### src/sv/psi_pkg.sv
// Shared types, constants and controller/datapath signal groups for the Simpson integrator.
package psi_pkg;

    localparam int DATA_W    = 32;
    localparam int PAIR_W    = 16;
    localparam int SPAN_W    = 17;          // holds 2n and the sample index
    localparam int CFG_IDX_W = 2;
    localparam int MUL_W     = 34;          // signed operand width of the shared multiplier
    localparam int PROD_W    = 2 * MUL_W;
    localparam int TOTAL_W   = 52;          // weighted sum over up to 2^17-1 samples
    localparam int BIG_W     = TOTAL_W + DATA_W;
    localparam int QUO_W     = DATA_W + 1;  // dividend of the step divider
    localparam int DIVR_W    = SPAN_W;      // divisor width of the step divider

    localparam logic [CFG_IDX_W-1:0] CFG_LOWER = 2'd0;
    localparam logic [CFG_IDX_W-1:0] CFG_UPPER = 2'd1;
    localparam logic [CFG_IDX_W-1:0] CFG_PAIRS = 2'd2;

    localparam logic signed [DATA_W-1:0] LOWER_RESET = 32'sd0;
    localparam logic signed [DATA_W-1:0] UPPER_RESET = 32'sd65536;
    localparam logic [PAIR_W-1:0]        PAIRS_RESET = 16'd1;

    localparam logic signed [PROD_W-1:0] Q16_HALF    = 68'sd32768;
    localparam logic [BIG_W-1:0]         SCALE_HALF  = 84'd98304;   // half of 3 * 2^16
    localparam logic [DATA_W:0]          RECIP3      = 33'h1_5555_5556; // ceil(2^34 / 3)
    localparam int                       RECIP3_SHIFT = 34;
    localparam logic signed [DATA_W-1:0] SAT_MAX     = 32'sh7FFF_FFFF;
    localparam logic signed [DATA_W-1:0] SAT_MIN     = 32'sh8000_0000;

    typedef struct packed {
        logic signed [DATA_W-1:0] coef_value;
        logic                     is_constant_term;
    } in_t;

    typedef struct packed {
        logic signed [DATA_W-1:0] integral;
        logic                     overflow;
    } out_t;

    typedef struct packed {
        logic load;
        logic init;
        logic div_step;
        logic set_step;
        logic eval_begin;
        logic mul_horner;
        logic horner_add;
        logic accumulate;
        logic advance;
        logic sc_lo;
        logic sc_hi;
        logic sc_sum;
        logic sc_third;
        logic finish;
    } cmd_t;

    typedef struct packed {
        logic div_done;
        logic count_zero;
        logic horner_last;
        logic sample_last;
    } stat_t;

endpackage

### src/sv/psi_controller.sv
// Controller state machine that sequences loads, the sample sweep and the final scaling.
module psi_controller
    import psi_pkg::*;
(
    input  logic  clk,
    input  logic  rst_n,
    input  logic  start,
    input  logic  is_const,
    input  stat_t st,
    output cmd_t  cmd,
    output logic  busy,
    output logic  done
);

    typedef enum logic [3:0] {
        S_IDLE, S_STEP_GO, S_STEP_WAIT, S_SAMPLE, S_MUL, S_ADD, S_ACCUM,
        S_SC_LO, S_SC_HI, S_SC_SUM, S_SC_THIRD, S_FINISH
    } state_t;

    state_t state_reg, state_next;
    logic   done_reg;

    always_comb
    begin
        cmd        = '0;
        state_next = state_reg;
        case (state_reg)
            S_IDLE:
            begin
                if (start)
                begin
                    cmd.load = !is_const;
                    cmd.init = is_const;
                    if (is_const)
                        state_next = S_STEP_GO;
                end
            end
            S_STEP_GO:
            begin
                cmd.div_step = 1'b1;
                state_next   = S_STEP_WAIT;
            end
            S_STEP_WAIT:
            begin
                if (st.div_done)
                begin
                    cmd.set_step = 1'b1;
                    state_next   = S_SAMPLE;
                end
            end
            S_SAMPLE:
            begin
                cmd.eval_begin = 1'b1;
                state_next     = st.count_zero ? S_ACCUM : S_MUL;
            end
            S_MUL:
            begin
                cmd.mul_horner = 1'b1;
                state_next     = S_ADD;
            end
            S_ADD:
            begin
                cmd.horner_add = 1'b1;
                state_next     = st.horner_last ? S_ACCUM : S_MUL;
            end
            S_ACCUM:
            begin
                cmd.accumulate = 1'b1;
                cmd.advance    = !st.sample_last;
                state_next     = st.sample_last ? S_SC_LO : S_SAMPLE;
            end
            S_SC_LO:
            begin
                cmd.sc_lo  = 1'b1;
                state_next = S_SC_HI;
            end
            S_SC_HI:
            begin
                cmd.sc_hi  = 1'b1;
                state_next = S_SC_SUM;
            end
            S_SC_SUM:
            begin
                cmd.sc_sum = 1'b1;
                state_next = S_SC_THIRD;
            end
            S_SC_THIRD:
            begin
                cmd.sc_third = 1'b1;
                state_next   = S_FINISH;
            end
            S_FINISH:
            begin
                cmd.finish = 1'b1;
                state_next = S_IDLE;
            end
            default:
            begin
                state_next = S_IDLE;
            end
        endcase
    end

    always_ff @(posedge clk or negedge rst_n)
    begin
        if (!rst_n)
        begin
            state_reg <= S_IDLE;
            done_reg  <= 1'b0;
        end
        else
        begin
            state_reg <= state_next;
            done_reg  <= (state_reg == S_FINISH);
        end
    end

    assign busy = (state_reg != S_IDLE);
    assign done = done_reg;

endmodule

### config.mk
export PLATFORM = sky130hd
export DESIGN_NAME = psi_controller
export DESIGN_NICKNAME = d
export VERILOG_FILES = /design/src/sv/psi_pkg.sv /design/src/sv/psi_controller.sv
export SDC_FILE = /design/constraint.sdc
export NUM_CORES = 1
export LEC_CHECK = 0
export BUFFER_PORTS_ARGS = -buffer_cell sky130_fd_sc_hd__buf_4
export CORE_AREA = 5 5 42 44
export DETAILED_ROUTE_END_ITERATION = 10
export DIE_AREA = 0 0 47 49
export PLACE_DENSITY_LB_ADDON = 0.05
export SKIP_CTS_REPAIR_TIMING = 1
export SYNTH_ARGS = -nofsm -noshare
export SYNTH_HDL_FRONTEND = slang
export SYNTH_SLANG_ARGS = --single-unit
### constraint.sdc
create_clock -name clk -period 1.1 [get_ports clk]
set_input_delay 0 -clock clk [delete_from_list [all_inputs] [get_ports clk]]
set_output_delay 0 -clock clk [all_outputs]
set_load 0.02 [all_outputs]
==> metrics.md <==
| Metric | Value |
|---|---|
| Unique cell type count in the Yosys netlist | `21` |
| Maximum Capacitance Violations | `0` |
| Status | `finished, violations left` |
| Antenna Nets Post-Route | `0` |
| Post-synth EDFFs | `0` |
| Final hold vios | `0` |
| Clk buf depth | `2` |
| Antenna violations before repair | `0` |
| Critical path type | `reg2out` |
| VDD IR-drop max | `0.00152 V` |
| Crit path required time | `1.10 ns` |
| Reg2reg end | `state_reg[1]` |
| Final worst path period share | `1.22` |
| Register-to-Register Path Depth | `4` |
| Sequential element share of the synthesized area | `0.332` |
| YS warnings | `0` |
| DIE WIDTH | `47 um` |
| First-pass GRT wire length | `1.86 mm` |
| CTS H-tree depth | `1` |
| FF+latch count, synth | `5` |
| Root Driver | `clkbuf_4` |
| Async set-reset flop share out of synthesis | `1.00` |
| CP Capture Type | `output pin` |
| Reg2Reg Setup Slack | `-0.10 ns` |
| Worst-path clk slew | `0.04 ns` |
| Cell family with most CP delay | `buffers and inverters` |
| WL/cell | `13.3 um` |
| Grt total ovfl | `0` |
| R2r startpoint | `state_reg[1]` |
| Crit-path cells | `buf_4 -> buf_4 -> nor3_2 -> buf_4` |
| Final worst setup slack | `-0.242 ns` |
| Worst Hold End | `state_reg[2]` |
| Initial DRC count | `7` |
| Layout cells sized above 1 | `0.774` |
| Tot GR Track Use | `0.111` |
| Pre-antenna DRT Iters | `3` |
| CTS sink cnt | `5` |
| Max reg flops | `4` |
| Min Hold Slack | `0.0541 ns` |
| Syn Inst Count | `44` |
| Top FF cell, synth | `dfrtp_1` |
| Fmax | `745 MHz` |
| RSZ-0062 raised after global routing | `yes` |
| IO Count | `24` |
| Final Setup Violations | `17` |
| Critical Path Most Common Cell | `buf_4` |
| Total Die Area | `0.00230 sq mm` |
| Syn Nets | `52` |
| Fill count | `132` |
| Non-Filler Instances | `100` |
| Hpwl dp | `933 um` |
| Worst Skew | `0.00224 ns` |
| Row count | `14` |
| Metal2 WL | `653 um` |
| Dpl ws | `-0.0635 ns` |
| CORE AREA | `0.00140 sq mm` |
| Worst slew pin tran | `0.214 ns` |
| Fin. max-slew vios | `0` |
| Slowest-stage cell, CP | `dfrtp_1` |
| Clk_lat worst skew | `0.24 ns` |
| Buf/Inv on CP | `3` |
| N_diodes | `0` |
| PwrDens | `2920 mW/mm^2` |
| Most frequent cells in the layout | `buf_4 (27), buf_6 (12), nor2_4 (6)` |
| Syn Area/Cell | `8.56 sq um` |
| Met3 routed WL | `80 um` |
| # placed instances | `92` |
| Area grow syn2layout | `126%` |
| Most common cell after layout, fill and taps aside | `buf_4` |
| Vias in the first global route | `441` |
| CTS buffer count | `3` |
| LEAKAGE | `0.399 nW` |
| Crit-path max FO | `4` |
| WP data arrival | `1.34 ns` |
| Met1 WL | `592 um` |
| Final Util | `0.606` |
| Post-DR vias/cell | `4.57` |
| Cell Area, Synth | `377 sq um` |
| WL final | `1.33 mm` |
| Via count | `457` |
| GPL Wtd Cong | `0.715` |
| Violated checks | `setup timing` |
| TritonCTS clock tree | `yes` |
| I/O Buffers | `23` |
| CP startpoint kind | `register` |
| Largest net degree at the start of global routing | `7` |
| DR DRC count | `0` |
| Hold WC Path Type | `in2reg` |
| Minimum clock period | `1.34 ns` |
| Max-slew headroom | `0.856` |
| Hold path start | `st[0]` |
| Initial Util | `0.269` |
| Nets | `93` |
| Worst hold stages | `3` |
| Die Y | `49 um` |
| Uppermost layer routed | `met3` |
| Slowest cell delay on critical path | `0.42 ns` |
==> worst reg2reg max path, cell delays in order (launching register included) <==
cell	delay (ns)
dfrtp_1	0.41
buf_4	0.15
nand2b_4	0.12
a21oi_2	0.03
or3_1	0.36
==> where the power goes <==
group          leakage, nW  switching [mW]  internal (mW)
Clock               0.0150          0.0775          0.137
Sequential          0.0611           0.111          0.268
Combinational        0.323           0.939          0.946
==> layout make-up <==
| type | count | area, sq um | share of cell area |
|---|---|---|---|
| tap | 16 | 20.0 | 0.0236 |
| timing repair buffer | 40 | 348 | 0.409 |
| sequential | 5 | 128 | 0.150 |
| clock buffer | 4 | 26.3 | 0.0309 |
| multi-input combinational | 35 | 328 | 0.386 |
==> metrics by stage <==
| step | setup TNS (ns) | instance area [sq um] | total power, mW |
|---|---|---|---|
| after floorplan | -0.178 | 413 | 1.22 |
| after global placement | -0.116 | 659 | 1.80 |
| after detailed placement | -0.0905 | 659 | 1.77 |
| after CTS | -3.52 | 686 | 2.00 |
| after global routing | -3.77 | 850 | 2.64 |
| final | -2.74 | 850 | 2.48 |
==> cells by family (layout without fill, tap and decap cells) <==
| kind of cell | count (synthesis) | in the layout | synth area share |
|---|---|---|---|
| AND/OR/NAND/NOR | 28 | 28 | 0.409 |
| AO/OA/AOI/OAI | 6 | 6 | 0.116 |
| flip-flops | 5 | 5 | 0.332 |
| buffers and inverters | 4 | 44 | 0.116 |
| multiplexers | 1 | 1 | 0.0266 |
==> cells in the mapped netlist, types with 2 or more instances <==
cell type	number	share of area
nand2_1	3	0.030
dfrtp_1	5	0.33
nor2_1	9	0.090
nand2b_1	4	0.066
a21oi_1	2	0.027
nor3_1	5	0.066
buf_6	2	0.060
==> per-layer routing <==
metal  GRT usage  vias to the layer above
met5           0                        -
met4      0.0415                        0
met3      0.0517                        0
met2       0.156                       16
met1       0.144                      206
li1            -                      235
==> worst max-delay path by stage <==
stage | end | startpoint | cells past startpoint | slack (ns)
2_1_floorplan | cmd[13] | state_reg[3] | 4 | -0.09
3_3_place_gp | state_reg[1] | state_reg[3] | 3 | -0.05
4_1_cts | cmd[13] | state_reg[1] | 5 | -0.30
5_1_grt | cmd[8] | state_reg[1] | 4 | -0.30
3_5_place_dp | state_reg[1] | state_reg[1] | 3 | -0.06
6_report | cmd[8] | state_reg[1] | 4 | -0.24
Power figures use the tool's default switching activity.
